$ cat src/bdhr_pkg.sv
`timescale 1ns / 1ps

package bdhr_pkg;

  // Register file geometry
  localparam int REG_W   = 16;
  localparam int DATA_W  = 32;
  localparam int ADDR_W  = 4;
  localparam int INDEX_W = 2;

  localparam logic [INDEX_W-1:0] REG_DEBOUNCE = 2'd0;
  localparam logic [INDEX_W-1:0] REG_HOLD     = 2'd1;
  localparam logic [INDEX_W-1:0] REG_REPEAT   = 2'd2;

  localparam logic [REG_W-1:0] DEBOUNCE_RST = 16'd30;
  localparam logic [REG_W-1:0] HOLD_RST     = 16'd500;
  localparam logic [REG_W-1:0] REPEAT_RST   = 16'd150;

  // Event kinds
  localparam int KIND_W = 2;
  localparam logic [KIND_W-1:0] KIND_PRESS   = 2'd0;
  localparam logic [KIND_W-1:0] KIND_HOLD    = 2'd1;
  localparam logic [KIND_W-1:0] KIND_RELEASE = 2'd2;

  typedef struct packed {
    logic [REG_W-1:0] debounce_time;
    logic [REG_W-1:0] hold_time;
    logic [REG_W-1:0] repeat_interval;
  } cfg_t;

endpackage

$ cat src/bdhr_in_if.sv
`timescale 1ns / 1ps

// Sample channel: one button sample per word
interface bdhr_in_if #(
  parameter int BUTTON_BITS = 4,
  parameter int TIME_BITS   = 32
);
  logic                   valid;
  logic                   ready;
  logic                   read_ok;
  logic [BUTTON_BITS-1:0] button_code;
  logic [TIME_BITS-1:0]   sample_time;

  modport source (output valid, read_ok, button_code, sample_time, input ready);
  modport sink   (input valid, read_ok, button_code, sample_time, output ready);
endinterface

$ cat src/bdhr_out_if.sv
`timescale 1ns / 1ps

// Event channel: one button event per word
interface bdhr_out_if #(
  parameter int BUTTON_BITS = 4
);
  logic                        valid;
  logic                        ready;
  logic [BUTTON_BITS-1:0]      event_button;
  logic [bdhr_pkg::KIND_W-1:0] event_kind;

  modport source (output valid, event_button, event_kind, input ready);
  modport sink   (input valid, event_button, event_kind, output ready);
endinterface

$ cat src/bdhr_cfg.sv
`timescale 1ns / 1ps

module bdhr_cfg (
  input  logic                          clk,
  input  logic                          rst_n,
  input  logic                          psel,
  input  logic                          penable,
  input  logic                          pwrite,
  input  logic [bdhr_pkg::ADDR_W-1:0]   paddr,
  input  logic [bdhr_pkg::DATA_W-1:0]   pwdata,
  output logic [bdhr_pkg::DATA_W-1:0]   prdata,
  output logic                          pready,
  output bdhr_pkg::cfg_t                cfg
);

  bdhr_pkg::cfg_t                   cfg_r;
  bdhr_pkg::cfg_t                   cfg_nxt;
  logic [bdhr_pkg::INDEX_W-1:0]     idx;
  logic                             wr_en;

  assign pready = 1'b1;
  assign idx    = paddr[bdhr_pkg::ADDR_W-1:2];
  assign wr_en  = psel && penable && pwrite;

  // Register write decode; index 3 is unmapped
  always_comb begin
    cfg_nxt = cfg_r;
    if (wr_en) begin
      unique case (idx)
        bdhr_pkg::REG_DEBOUNCE: cfg_nxt.debounce_time   = pwdata[bdhr_pkg::REG_W-1:0];
        bdhr_pkg::REG_HOLD:     cfg_nxt.hold_time       = pwdata[bdhr_pkg::REG_W-1:0];
        bdhr_pkg::REG_REPEAT:   cfg_nxt.repeat_interval = pwdata[bdhr_pkg::REG_W-1:0];
        default:                cfg_nxt = cfg_r;
      endcase
    end
  end

  always_ff @(posedge clk) begin
    if (!rst_n) begin
      cfg_r.debounce_time   <= bdhr_pkg::DEBOUNCE_RST;
      cfg_r.hold_time       <= bdhr_pkg::HOLD_RST;
      cfg_r.repeat_interval <= bdhr_pkg::REPEAT_RST;
    end else begin
      cfg_r <= cfg_nxt;
    end
  end

  // Read mux
  always_comb begin
    unique case (idx)
      bdhr_pkg::REG_DEBOUNCE: prdata = bdhr_pkg::DATA_W'(cfg_r.debounce_time);
      bdhr_pkg::REG_HOLD:     prdata = bdhr_pkg::DATA_W'(cfg_r.hold_time);
      bdhr_pkg::REG_REPEAT:   prdata = bdhr_pkg::DATA_W'(cfg_r.repeat_interval);
      default:                prdata = '0;
    endcase
  end

  assign cfg = cfg_r;

endmodule

$ cat src/bdhr_core.sv
`timescale 1ns / 1ps

module bdhr_core #(
  parameter int BUTTON_BITS = 4,
  parameter int TIME_BITS   = 32
) (
  input  logic                        clk,
  input  logic                        rst_n,
  bdhr_in_if.sink                     in_s,
  input  bdhr_pkg::cfg_t              cfg,
  input  logic                        space,
  output logic                        evt_valid,
  output logic [BUTTON_BITS-1:0]      evt_button,
  output logic [bdhr_pkg::KIND_W-1:0] evt_kind
);

  // Input register
  logic                   v_r;
  logic                   ok_r;
  logic [BUTTON_BITS-1:0] raw_r;
  logic [TIME_BITS-1:0]   now_r;

  // Debounce state
  logic [BUTTON_BITS-1:0] prev_r, prev_nxt;
  logic [BUTTON_BITS-1:0] stable_r, stable_nxt;
  logic [TIME_BITS-1:0]   chg_r, chg_nxt;
  logic [TIME_BITS-1:0]   press_r, press_nxt;
  logic [TIME_BITS-1:0]   rep_r, rep_nxt;

  logic                   go;
  logic                   in_ready;
  logic [TIME_BITS-1:0]   since_chg, since_press, since_rep;
  logic                   ev;
  logic [BUTTON_BITS-1:0] ev_btn;
  logic [bdhr_pkg::KIND_W-1:0] ev_kind;

  assign go        = v_r && space;
  assign in_ready  = !v_r || go;
  assign in_s.ready = in_ready;

  always_ff @(posedge clk) begin
    if (!rst_n) begin
      v_r <= 1'b0;
    end else if (in_ready) begin
      v_r <= in_s.valid;
    end
  end

  always_ff @(posedge clk) begin
    if (in_ready && in_s.valid) begin
      ok_r  <= in_s.read_ok;
      raw_r <= in_s.button_code;
      now_r <= in_s.sample_time;
    end
  end

  // Elapsed times wrap with the timestamp width
  assign since_chg   = now_r - chg_nxt;
  assign since_press = now_r - press_r;
  assign since_rep   = now_r - rep_r;

  // Event decision for the sample in the input register
  always_comb begin
    prev_nxt   = prev_r;
    stable_nxt = stable_r;
    chg_nxt    = chg_r;
    press_nxt  = press_r;
    rep_nxt    = rep_r;
    ev         = 1'b0;
    ev_btn     = stable_r;
    ev_kind    = bdhr_pkg::KIND_PRESS;
    if (!ok_r) begin
      // failed read releases a stable button
      if (stable_r != '0) begin
        ev         = 1'b1;
        ev_kind    = bdhr_pkg::KIND_RELEASE;
        stable_nxt = '0;
        prev_nxt   = '0;
      end
    end else begin
      if (raw_r != prev_r) begin
        prev_nxt = raw_r;
        chg_nxt  = now_r;
      end
      if (since_chg > TIME_BITS'(cfg.debounce_time) && stable_r != raw_r) begin
        ev         = 1'b1;
        ev_btn     = raw_r;
        ev_kind    = bdhr_pkg::KIND_PRESS;
        stable_nxt = raw_r;
        press_nxt  = now_r;
        rep_nxt    = now_r;
      end else if (stable_r != '0 &&
                   since_press > TIME_BITS'(cfg.hold_time) &&
                   since_rep > TIME_BITS'(cfg.repeat_interval)) begin
        ev      = 1'b1;
        ev_kind = bdhr_pkg::KIND_HOLD;
        rep_nxt = now_r;
      end
    end
  end

  always_ff @(posedge clk) begin
    if (!rst_n) begin
      prev_r   <= '0;
      stable_r <= '0;
      chg_r    <= '0;
      press_r  <= '0;
      rep_r    <= '0;
    end else if (go) begin
      prev_r   <= prev_nxt;
      stable_r <= stable_nxt;
      chg_r    <= chg_nxt;
      press_r  <= press_nxt;
      rep_r    <= rep_nxt;
    end
  end

  assign evt_valid  = go && ev;
  assign evt_button = ev_btn;
  assign evt_kind   = ev_kind;

  // A press makes its button the stable one
  a_press_sets_stable: assert property (@(posedge clk) disable iff (!rst_n)
    (evt_valid && evt_kind == bdhr_pkg::KIND_PRESS) |=> stable_r == $past(raw_r))
    else $error("press did not latch stable button");

  // Release and hold always name a real button
  a_nonzero_btn: assert property (@(posedge clk) disable iff (!rst_n)
    (evt_valid && (evt_kind == bdhr_pkg::KIND_RELEASE || evt_kind == bdhr_pkg::KIND_HOLD))
    |-> evt_button != '0)
    else $error("release or hold with no button");

  // Release clears the stable and previous button codes
  a_release_clears: assert property (@(posedge clk) disable iff (!rst_n)
    (evt_valid && evt_kind == bdhr_pkg::KIND_RELEASE) |=> (stable_r == '0 && prev_r == '0))
    else $error("release left state behind");

  // Stall only while a sample is held
  a_stall_held: assert property (@(posedge clk) disable iff (!rst_n)
    !in_ready |-> (v_r && !space))
    else $error("input stalled without a held sample");

endmodule

$ cat src/bdhr_out_buf.sv
`timescale 1ns / 1ps

// Two-word output buffer: head register plus skid entry
module bdhr_out_buf #(
  parameter int WIDTH = 6
) (
  input  logic             clk,
  input  logic             rst_n,
  input  logic             push,
  input  logic [WIDTH-1:0] push_data,
  output logic             space,
  output logic             out_valid,
  input  logic             out_ready,
  output logic [WIDTH-1:0] out_data
);

  logic [1:0]       cnt_r, cnt_nxt;
  logic [WIDTH-1:0] head_r, head_nxt;
  logic [WIDTH-1:0] skid_r, skid_nxt;
  logic             pop;

  assign pop       = out_valid && out_ready;
  assign space     = (cnt_r != 2'd2);
  assign out_valid = (cnt_r != 2'd0);
  assign out_data  = head_r;

  always_comb begin
    cnt_nxt  = cnt_r;
    head_nxt = head_r;
    skid_nxt = skid_r;
    if (pop) begin
      head_nxt = skid_r;
      cnt_nxt  = cnt_r - 2'd1;
    end
    if (push) begin
      if (cnt_nxt == 2'd0) begin
        head_nxt = push_data;
      end else begin
        skid_nxt = push_data;
      end
      cnt_nxt = cnt_nxt + 2'd1;
    end
  end

  always_ff @(posedge clk) begin
    if (!rst_n) begin
      cnt_r <= 2'd0;
    end else begin
      cnt_r <= cnt_nxt;
    end
  end

  always_ff @(posedge clk) begin
    head_r <= head_nxt;
    skid_r <= skid_nxt;
  end

  // Never pushed while full
  a_no_overflow: assert property (@(posedge clk) disable iff (!rst_n)
    push |-> cnt_r != 2'd2)
    else $error("push into full output buffer");

  // Count moves by at most one per cycle
  a_count_step: assert property (@(posedge clk) disable iff (!rst_n)
    (push && !pop) |=> cnt_r == $past(cnt_r) + 2'd1)
    else $error("output buffer count slip");

  a_count_range: assert property (@(posedge clk) disable iff (!rst_n)
    cnt_r != 2'd3)
    else $error("output buffer count out of range");

endmodule

$ cat src/button_debounce_hold_repeat.sv
`timescale 1ns / 1ps

// Channel   Dir  Handshake      Word
// in_s      in   valid/ready    read_ok, button_code, sample_time
// out_s     out  valid/ready    event_button, event_kind (0 press, 1 hold, 2 release)
// cfg (APB) in   psel/penable   debounce_time @0x0, hold_time @0x4, repeat_interval @0x8
//
// One sample per cycle sustained while the output buffer has space; a sample is held in the input
// register and its event, if any, reaches out_s from the output buffer's head register.
// Synchronous active-low reset: timers, codes and stamps to zero, registers to 30/500/150.
// A two-word output buffer lets samples keep flowing while an event waits;
// input stalls only when that buffer is full and the held sample cannot retire.
module button_debounce_hold_repeat #(
  parameter int BUTTON_BITS = 4,
  parameter int TIME_BITS   = 32
) (
  input  logic                          clk,
  input  logic                          rst_n,
  bdhr_in_if.sink                       in_s,
  bdhr_out_if.source                    out_s,
  input  logic                          psel,
  input  logic                          penable,
  input  logic                          pwrite,
  input  logic [bdhr_pkg::ADDR_W-1:0]   paddr,
  input  logic [bdhr_pkg::DATA_W-1:0]   pwdata,
  output logic [bdhr_pkg::DATA_W-1:0]   prdata,
  output logic                          pready
);

  localparam int EVT_W = BUTTON_BITS + bdhr_pkg::KIND_W;

  bdhr_pkg::cfg_t              cfg;
  logic                        space;
  logic                        evt_valid;
  logic [BUTTON_BITS-1:0]      evt_button;
  logic [bdhr_pkg::KIND_W-1:0] evt_kind;
  logic [EVT_W-1:0]            buf_data;

  bdhr_cfg u_cfg (
    .clk     (clk),
    .rst_n   (rst_n),
    .psel    (psel),
    .penable (penable),
    .pwrite  (pwrite),
    .paddr   (paddr),
    .pwdata  (pwdata),
    .prdata  (prdata),
    .pready  (pready),
    .cfg     (cfg)
  );

  bdhr_core #(
    .BUTTON_BITS (BUTTON_BITS),
    .TIME_BITS   (TIME_BITS)
  ) u_core (
    .clk        (clk),
    .rst_n      (rst_n),
    .in_s       (in_s),
    .cfg        (cfg),
    .space      (space),
    .evt_valid  (evt_valid),
    .evt_button (evt_button),
    .evt_kind   (evt_kind)
  );

  bdhr_out_buf #(
    .WIDTH (EVT_W)
  ) u_out_buf (
    .clk       (clk),
    .rst_n     (rst_n),
    .push      (evt_valid),
    .push_data ({evt_button, evt_kind}),
    .space     (space),
    .out_valid (out_s.valid),
    .out_ready (out_s.ready),
    .out_data  (buf_data)
  );

  assign out_s.event_button = buf_data[EVT_W-1:bdhr_pkg::KIND_W];
  assign out_s.event_kind   = buf_data[bdhr_pkg::KIND_W-1:0];

endmodule
$ cat src/flat_wrapper.sv
// flat-port wrapper written by rule: the top's interface ports become plain ports
module button_debounce_hold_repeat_flat 
#(
  parameter int BUTTON_BITS = 4,
  parameter int TIME_BITS   = 32
)
  (clk, rst_n, psel, penable, pwrite, paddr, pwdata, prdata, pready, in_s_valid, in_s_read_ok, in_s_button_code, in_s_sample_time, in_s_ready, out_s_valid, out_s_event_button, out_s_event_kind, out_s_ready);
  bdhr_in_if #(.BUTTON_BITS(BUTTON_BITS), .TIME_BITS(TIME_BITS)) in_s_i ();
  bdhr_out_if #(.BUTTON_BITS(BUTTON_BITS)) out_s_i ();
  input  logic clk;
  input  logic rst_n;
  input  logic psel;
  input  logic penable;
  input  logic pwrite;
  input  logic [bdhr_pkg::ADDR_W-1:0] paddr;
  input  logic [bdhr_pkg::DATA_W-1:0] pwdata;
  output logic [bdhr_pkg::DATA_W-1:0] prdata;
  output logic pready;
  input wire logic [$bits(in_s_i.valid)-1:0] in_s_valid;
  input wire logic [$bits(in_s_i.read_ok)-1:0] in_s_read_ok;
  input wire logic [$bits(in_s_i.button_code)-1:0] in_s_button_code;
  input wire logic [$bits(in_s_i.sample_time)-1:0] in_s_sample_time;
  output wire logic [$bits(in_s_i.ready)-1:0] in_s_ready;
  output wire logic [$bits(out_s_i.valid)-1:0] out_s_valid;
  output wire logic [$bits(out_s_i.event_button)-1:0] out_s_event_button;
  output wire logic [$bits(out_s_i.event_kind)-1:0] out_s_event_kind;
  input wire logic [$bits(out_s_i.ready)-1:0] out_s_ready;
  assign in_s_i.valid = in_s_valid;
  assign in_s_i.read_ok = in_s_read_ok;
  assign in_s_i.button_code = in_s_button_code;
  assign in_s_i.sample_time = in_s_sample_time;
  assign in_s_ready = in_s_i.ready;
  assign out_s_valid = out_s_i.valid;
  assign out_s_event_button = out_s_i.event_button;
  assign out_s_event_kind = out_s_i.event_kind;
  assign out_s_i.ready = out_s_ready;
  button_debounce_hold_repeat #(.BUTTON_BITS(BUTTON_BITS), .TIME_BITS(TIME_BITS)) u_core (.clk(clk), .rst_n(rst_n), .in_s(in_s_i), .out_s(out_s_i), .psel(psel), .penable(penable), .pwrite(pwrite), .paddr(paddr), .pwdata(pwdata), .prdata(prdata), .pready(pready));
endmodule
$ cat config.mk
export PLATFORM = sky130hd
export DESIGN_NAME = button_debounce_hold_repeat_flat
export DESIGN_NICKNAME = d
export VERILOG_FILES = /design/src/bdhr_pkg.sv /design/src/bdhr_in_if.sv /design/src/bdhr_out_if.sv /design/src/bdhr_cfg.sv /design/src/bdhr_core.sv /design/src/bdhr_out_buf.sv /design/src/button_debounce_hold_repeat.sv /design/src/flat_wrapper.sv
export SDC_FILE = /design/constraint.sdc
export NUM_CORES = 1
export LEC_CHECK = 0
export ABC_AREA = 1
export BUFFER_PORTS_ARGS = -buffer_cell sky130_fd_sc_hd__buf_4
export CAP_MARGIN = 40
export CELL_PAD_IN_SITES_DETAIL_PLACEMENT = 0
export CELL_PAD_IN_SITES_GLOBAL_PLACEMENT = 2
export CORE_ASPECT_RATIO = 0.8
export CORE_MARGIN = 4
export CORE_UTILIZATION = 37
export DETAILED_ROUTE_END_ITERATION = 6
export PLACE_DENSITY = 0.93
export SETUP_SLACK_MARGIN = 0.5
export SLEW_MARGIN = 40
export SYNTH_ARGS = -nofsm -noshare
export SYNTH_HDL_FRONTEND = slang
export SYNTH_HIERARCHICAL = 1
export SYNTH_SLANG_ARGS = --single-unit
export TNS_END_PERCENT = 1
$ cat constraint.sdc
create_clock -name clk -period 16.6 [get_ports clk]
set_input_delay 3.32 -clock clk [delete_from_list [all_inputs] [get_ports clk]]
set_output_delay 3.32 -clock clk [all_outputs]
set_load 0.01 [all_outputs]
* After elaboration in Yosys (flattened, before gate mapping)
Cells that the tools add are included.
** Word-level totals
- Word-level logic and storage cells :: 79
- Memories :: 0
- Latch bits :: 0
- Bits in read-only memories :: 0
- Bits of input ports :: 80
- Bits in writable memories :: 0
- Output and inout port bits :: 41
- Register bits :: 204
** Cells by class
- $lt $le $gt $ge :: 3
- Reduce and logical (&&, ||, !) cells :: 25
- Add/subtract/negate cells :: 5
- Equal/unequal tests :: 6
- Divide/modulo/power cells :: 0
- Bitwise gates (word level) :: 1
- Shifts and indexed selects :: 0
- Multiply operators :: 0
- Muxes and demuxes :: 24
** Operator list (number)
- two-way mux 32 bit :: 4
- greater-than comparator 32 x 16 -> 1 bit :: 3
- subtractor 32 bit :: 3
- one-hot mux 16 bit (3 select lines) :: 1
- two-way mux 4 bit :: 6
- two-way mux 6 bit :: 3
- AND reduction 2 bit :: 5
- logical AND 1 bit :: 9
- AND reduction 3 bit :: 3
- two-way mux 2 bit :: 4
- != test 4 bit :: 2
- two-way mux 1 bit :: 6
- nonzero test 2 bit :: 3
- logical NOT 2 bit :: 2
- nonzero test 4 bit :: 1
- adder 2 x 1 -> 2 bit, second input constant :: 1
- equality test 2 x 1 -> 1 bit, second input constant :: 1
- equality test 2 bit, second input constant :: 1
- != test 2 x 1 -> 1 bit, second input constant :: 1
- != test 2 bit, second input constant :: 1
- subtractor 2 x 1 -> 2 bit, second input constant :: 1
- logical NOT 1 bit :: 1
- logical OR 1 bit :: 1
- inverter 1 bit :: 1

* Logic depth before layout (Yosys ltp)
Gate-level depths: netlist (run 1).
- Word-level depth :: 10
- Gate-level depth with buffers :: 47

* Hierarchy
Netlist (run 1), hierarchy kept.
** Modules (own cells, without submodules)
- bdhr_core :: area each 13040.0 µm², instances 1, cells an instance 1973
- bdhr_cfg :: area each 2384.8 µm², instances 1, cells an instance 360
- bdhr_out_buf :: area each 636.9 µm², instances 1, cells an instance 67

* Least setup slack after synthesis (run 1)
No wires, ideal clock.
- Kind :: input-to-output
- Start :: input port paddr[3] (netlist bit)
- End :: output port prdata[10] (netlist bit)
- Buffers on the path :: 2
- Slack :: 9.308 ns
- Cell stages on the path :: 5
- Arrival :: 3.972 ns
- Path through :: nor2_1 > buf_2 > buf_2 > nand2_1 > nand3_1
** On the way
- Cells in the longest elaborated chain, start to end :: 2
- Elaborated cells between the ends (all ways) :: 4
- Classes of those cells :: 2 x eq/ne; 1 x mux; 1 x reduce/logical
** Ends and longest elaborated chain
- from (decl) :: line flat_wrapper.sv:15 : input logic [bdhr_pkg::ADDR_W-1:0] paddr;
- equality test 2 bit (tied with other cells) :: line bdhr_cfg.sv:50 : unique case (idx)
- one-hot mux 16 bit (3 select lines) (*) :: line bdhr_cfg.sv:50
- to (decl) :: line flat_wrapper.sv:17 : output logic [bdhr_pkg::DATA_W-1:0] prdata;
Every way passes the cells marked *; elsewhere a longest branch is shown, timed or not.

* Worst setup path after layout (run 1)
- Start :: input port paddr[3] (netlist bit)
- End :: output port prdata[6] (netlist bit)
Same word-level chain as after synthesis.

==> flow_metrics.py, run 1 <==
metrics = {
    "status": {
        "outcome": "finished clean",
    },
    "yosys": {
        "synth_edf_count": 43,
        "synth.largest_area_cell": "dfxtp_1",
        "seq_area_frac_synth_pct": 28.1,
        "yosys.area.top_type_share_pct": 20.1,
        "yosysWarnings": 6,
        "ys_seq_elements": 204,
        "avgSynthCellArea_um2": 6.69,
        "yosys-top-cells-area": "dfxtp_1 (20%), nand2_1 (13%), ha_1 (11%)",
        "synth.distinct_cells": 48,
        "yosys_most_used_dff": "dfxtp_1",
        "synth_cells": 2400,
        "netlist_area_um2": 16100,
        "synthArstFlopShare_pct": 0,
    },
    "critical_path": {
        "crit_arrival_ps": 4500,
        "startpoint": "paddr[3]",
        "critical-path-max-stage-delay_ps": 530,
        "r2r_start": "u_core/u_core/raw_r[1]",
        "cp_data_required_time_ps": 13280,
        "cpMaxStageDelayCell": "nor2_4",
        "critPathKind": "in -> out",
        "worstPathCellList": "buf_4 > inv_2 > nor2_4 > nand2_1 > nand3_1 > buf_4",
        "crit_fanout": 29,
        "crit_path_start_kind": "input port",
        "end_kind": "primary output",
        "path_common_cell": "buf_4",
        "r2r_cells": 39,
    },
    "sta": {
        "fin_setup_tns_ps": 0,
        "relSlewSlack_pct": 47.3,
        "rsz0062_at_grt": "no",
        "hold_violations": 0,
        "finalSetupViolCount": 0,
        "fmax_ghz": 0.128,
        "skew_ps": 14.3,
        "period_share_pct": 47.1,
        "worst_slew_pin_slew_ps": 791,
        "worst_slack_ps": 8780,
        "whs_ps": 476,
        "finalCriticalPeriod_ps": 7820,
        "slew_viol_final": 0,
    },
    "cells_and_area": {
        "final_cell_mix": "nand2_1 (566), inv_1 (345), nor2_1 (290)",
        "final_util_pct": 42.3,
        "num_antenna_cells": 0,
        "fin_nets": 2674,
        "synthToLayoutAreaGrowth_pct": 11.7,
        "stdcell_area_um2": 17900,
        "drive_above_1_share_pct": 9.32,
        "final_common_cell": "nand2_1",
        "final_cells": 3021,
    },
    "placement": {
        "postPlaceCellArea_um2": 17000,
        "dp_slack_ps": 8830,
        "port_buffers": 85,
        "dp.cells": 2974,
        "dp_hpwl_um": 40300,
        "routabilityCongestion": 0.919,
    },
    "grt": {
        "grt_first_pass_wirelength_um": 78400,
        "grtUsageTotal_pct": 21.1,
        "grt_pass1_vias": 13800,
        "antenna_found_initial": 1,
        "overflow": 0,
        "grt_start_max_net_pins": 85,
    },
    "power_and_ir_drop": {
        "ir_drop_uv": 77.6,
        "power_mw": 1.92,
        "combPwrFrac_pct": 37.5,
        "seq_power_share_pct": 31.1,
        "power_density_nw_per_um2": 107,
        "intPower_mw": 1.20,
        "p_sw_share_pct": 37.7,
        "power.leakage_nw": 8.42,
        "p_clk_share_pct": 31.4,
        "p_sw_mw": 0.726,
    },
    "detailed_routing": {
        "drc": 0,
        "vias": 15200,
        "vias_per_cell": 5.02,
        "drt_iter0_markers": 1269,
        "wl_per_cell_um": 16.8,
        "drt-total-wl_um": 50700,
        "antenna_left": 0,
        "drt_pre_antenna_iters": 5,
    },
    "die": {
        "ios": 121,
        "initial_core_util_pct": 37.9,
        "rows": 67,
        "die_h_um": 194,
        "core_area_um2": 42400,
        "die_area_um2": 46800,
        "chipWidth_um": 241,
    },
    "min_path": {
        "hp-class": "reg -> reg",
        "hold_path_depth": 2,
        "min_from": "u_core/u_out_buf/out_data[1]",
    },
    "clock_tree": {
        "cts.sinks": 204,
        "tritoncts": "built",
        "cts_max_path_buffers": 3,
        "post_cts_buffers": 0,
        "root_buffer": "clkbuf_16",
        "clkTransAtPathRegs_ps": 60,
        "htree_levels": 1,
        "cts_hold_buffers": 0,
        "cts-resized-gates": 0,
        "cts_buffers": 25,
        "clk_latency_ps": 540,
    },
    "job": {
        "drv_cap": 0,
    },
}
[sequential cells by signal, indices dropped and copies added, names as in the netlist]
signal / cells
u_core/u_core/raw_r: 4
u_core/u_out_buf/cnt_r: 2
u_core/u_core/chg_r: 32
u_core/u_core/press_r: 32
u_core/u_core/rep_r: 32
u_core/u_out_buf/out_data: 6
u_core/u_cfg/cfg: 48
u_core/u_core/now_r: 32
u_core/u_core/prev_r: 4
u_core/u_core/stable_r: 4
u_core/u_out_buf/skid_r: 6
u_core/u_core/ok_r: 1
u_core/u_core/v_r: 1
[layout make-up]
| cell class | count | area [um2] |
|---|---|---|
| flip-flops and latches | 204 | 4510 |
| multi-input cells | 1767 | 9750 |
| inverters | 356 | 1340 |
| clock inverters | 14 | 218 |
| repair buffers | 96 | 732 |
| fillers | 4493 | 24500 |
| well taps | 552 | 691 |
| clock buffers | 32 | 703 |
[routing by layer]
metal	part of all wire, %	track usage [%]	up-vias
met3	5.9	3.49	45
met4	1.2	2.93	0
li1	-	-	7851
met5	0	0	-
met2	39	28.9	373
met1	54	34.8	6885
[worst max-delay path: cells and delay by family]
kind                   cells  cell delay (ps)
buffers and inverters      3              330
and+or+nand+nor            3              840
[worst paths after layout]
| check | slack, ps | end |
|---|---|---|
| min reg2reg | 480 | u_core/u_out_buf/out_data[1] |
| max | 8780 | prdata[6] |
| min | 480 | u_core/u_out_buf/out_data[1] |
| max reg2reg | 9550 | u_core/u_out_buf/skid_r[1] |
[power by group through the flow]
stage	Clock [mW]	Combinational, mW	Sequential, mW
global route	0.639	0.817	0.603
finish	0.604	0.721	0.598
detailed placement	0	0.715	0.607
floorplan	0	0.532	0.593
CTS	0.618	0.718	0.597
global placement	0	0.702	0.606
[synthesized netlist by cell type (2+ instances only)]
cell type and number:
a211oi_1 8, a21boi_0 8, a21o_1 9, a21oi_1 177
a21oi_2 2, a221oi_1 4, a31oi_1 14, buf_1 6
buf_2 20, buf_4 20, buf_6 16, clkbuf_1 26
clkinv_1 2, conb_1 2, dfxtp_1 161, edfxtp_1 43
fa_1 3, ha_1 141, inv_1 345, inv_2 9
nand2_1 566, nand2_2 23, nand2_4 3, nand3_1 164
nand3_2 26, nand3b_1 5, nand4_1 28, nor2_1 293
nor2_2 9, nor2_4 9, nor3_1 24, nor4_1 5
o211ai_1 26, o21a_1 7, o21ai_0 87, o21ai_1 5
o21bai_1 12, o221a_2 3, o221ai_1 10, or2_2 2
xnor2_1 26, xor2_1 45
[cells by family (layout without fill, tap and decap cells)]
family,after synthesis,in the layout,synth area share (%)
AO/OA/AOI/OAI,373,373,13.3
flip-flops,204,204,28.1
XOR/XNOR,71,71,3.87
AND/OR/NAND/NOR,1161,1161,31.5
multiplexers,1,1,0.0623
buffers and inverters,444,498,11.7
adder cells (fa/ha/maj),144,144,11.4
other,2,17,0.0468
No activity file was read; power rests on OpenSTA's default activity.
==> run 2: changes to the inputs <==
Settings changed: CORE_UTILIZATION 37 to 31, PLACE_DENSITY 0.93 to 0.84.
Clock period 16.6 ns to 6.7 ns, I/O delays scaled along.
==> run 2 against run 1 <==
First-iteration DRC count shrank 5.8%. Flip-flop and latch count stayed put. Hold slack got worse by 1.7 ps. Count of clock-buffer cells in the layout increased by 2. Clock skew increased by 5.3 ps. Critical path type is now reg -> reg. Largest power group unchanged. Combinational power increased by 150%. Register-to-register slack worse by 8500 ps. Clock power is 120% higher.
==> flow_metrics.py, run 2 (synthesized netlist as in run 1, its figures left out) <==
metrics = {
    "sta": {
        "worst_slew_pin_slew_ps": 785,
        "hold_violations": 0,
        "relSlewSlack_pct": 47.7,
        "skew_ps": 19.5,
        "period_share_pct": 84.0,
        "fmax_ghz": 0.178,
        "slew_viol_final": 0,
        "rsz0062_at_grt": "no",
        "finalSetupViolCount": 0,
        "fin_setup_tns_ps": 0,
        "worst_slack_ps": 1070,
        "finalCriticalPeriod_ps": 5630,
    },
    "cells_and_area": {
        "final_common_cell": "nand2_1",
        "num_antenna_cells": 0,
        "final_util_pct": 35.4,
        "drive_above_1_share_pct": 9.49,
        "fin_nets": 2681,
        "final_cells": 3160,
        "fillers": 5661,
        "synthToLayoutAreaGrowth_pct": 12.6,
        "final_cell_mix": "nand2_1 (566), inv_1 (345), nor2_1 (289)",
        "largest_register_ffs": 48,
    },
    "detailed_routing": {
        "drt-total-wl_um": 52900,
        "vias_per_cell": 4.86,
        "antenna_left": 0,
        "drt_iter0_markers": 1196,
        "drc": 0,
        "drt_pre_antenna_iters": 5,
        "wl_per_cell_um": 16.7,
        "vias": 15300,
    },
    "power_and_ir_drop": {
        "p_sw_share_pct": 39.5,
        "power_mw": 4.59,
        "p_sw_mw": 1.81,
        "seq_power_share_pct": 32.3,
        "ir_drop_uv": 181,
        "power_density_nw_per_um2": 254,
        "p_clk_share_pct": 28.4,
        "power.leakage_nw": 8.41,
        "intPower_mw": 2.78,
        "combPwrFrac_pct": 39.3,
    },
    "placement": {
        "dp_hpwl_um": 42300,
        "dp_slack_ps": 692,
        "port_buffers": 85,
        "dp.cells": 3109,
        "routabilityCongestion": 0.879,
    },
    "clock_tree": {
        "cts_buffers": 25,
        "clk_latency_ps": 560,
        "htree_levels": 1,
        "clkTransAtPathRegs_ps": 60,
        "cts.sinks": 204,
        "cts_max_path_buffers": 3,
        "tritoncts": "built",
        "cts_hold_buffers": 0,
        "root_buffer": "clkbuf_16",
    },
    "critical_path": {
        "path_common_cell": "nand2_1",
        "end_kind": "flip-flop",
        "r2r_setup_slack_ps": 1070,
        "critical-path-max-stage-delay_ps": 470,
        "startpoint": "u_core/u_core/raw_r[1]",
        "crit_arrival_ps": 5920,
        "crit_path_start_kind": "flip-flop",
        "critPathKind": "reg -> reg",
        "r2r_start": "u_core/u_core/raw_r[1]",
        "crit_fanout": 9,
        "cp_data_required_time_ps": 6990,
        "cpMaxStageDelayCell": "edfxtp_1",
    },
    "grt": {
        "antenna_found_initial": 0,
        "overflow": 0,
        "grtUsageTotal_pct": 18.4,
        "grt_start_max_net_pins": 94,
        "grt_first_pass_wirelength_um": 81400,
        "grt_pass1_vias": 14100,
    },
    "min_path": {
        "min_from": "u_core/u_out_buf/out_data[3]",
        "hp-class": "reg -> reg",
    },
    "die": {
        "chipWidth_um": 262,
        "core_area_um2": 51100,
        "initial_core_util_pct": 31.4,
        "die_area_um2": 55500,
        "die_h_um": 212,
        "ios": 121,
        "rows": 74,
    },
    "job": {
        "drv_cap": 0,
    },
    "status": {
        "outcome": "finished clean",
    },
}
-- run 2: cell types whose count changed in the layout (fill, tap and decap cells not counted), moves of 2 or more --
cell	previous run	this run
nand2_2	23	21
buf_4	94	98
nand2_4	3	5
buf_12	0	2
clkinv_1	2	7
bufinv_16	5	0
clkbuf_1	3	5
-- run 2: worst paths after layout --
kind                                       end  depth (start not counted)
setup / recovery    u_core/u_out_buf/skid_r[4]                         40
hold / removal    u_core/u_out_buf/out_data[3]                          2
setup reg to reg    u_core/u_out_buf/skid_r[4]                         40
hold reg to reg   u_core/u_out_buf/out_data[3]                          2
-- run 2: timing repair --
action	4_1_cts	5_1_grt
resized for setup	0	9
endpoints found under the setup margin	0	79
buffers inserted	0	4
-- run 2: worst max-delay path: cells and delay by family (launching register included) --
kind	cells	cell delay, ps
AOI/OAI and AO/OA	3	550
adders and majority gates	2	710
and+or+nand+nor	28	2740
DFF	1	470
buffers and inverters	6	670
xor gates and xnor gates	1	210
-- run 2: cell type report --
type | instances | area, um2 | area share (%)
Timing Repair Buffer | 103 | 826 | 4.57
Sequential cell | 204 | 4510 | 25.0
Clock buffer | 34 | 711 | 3.93
Tap cell | 684 | 856 | 4.73
Inverter | 356 | 1340 | 7.39
Multi-Input combinational cell | 1767 | 9780 | 54.1
Clock inverter | 12 | 65.1 | 0.360
-- run 2: per-layer routing --
metal | GRT usage [%] | part of all wire [%] | wire [um] | vias up
li1 | - | - | - | 7884
met4 | 2.93 | 1.4 | 740 | 0
met3 | 2.20 | 5.8 | 3050 | 43
met2 | 26.3 | 40 | 21000 | 349
met5 | 0 | 0 | 0 | -
met1 | 29.5 | 53 | 28100 | 7069
-- run 2: power groups by stage --
stage	registers, mW	logic [mW]	clock network, mW
floorplan	1.47	1.32	0
global placement	1.50	1.75	0
detailed placement	1.50	1.78	0
CTS	1.48	1.79	1.35
global route	1.49	2.05	1.40
finish	1.48	1.80	1.30
-- run 2: through the flow --
stage | hold slack [ps] | instance area, um2
6_report | 474 | 18100
5_1_grt | 499 | 18100
2_1_floorplan | 444 | 16100
4_1_cts | 478 | 18000
3_5_place_dp | 468 | 17200
3_3_place_gp | 461 | 17200
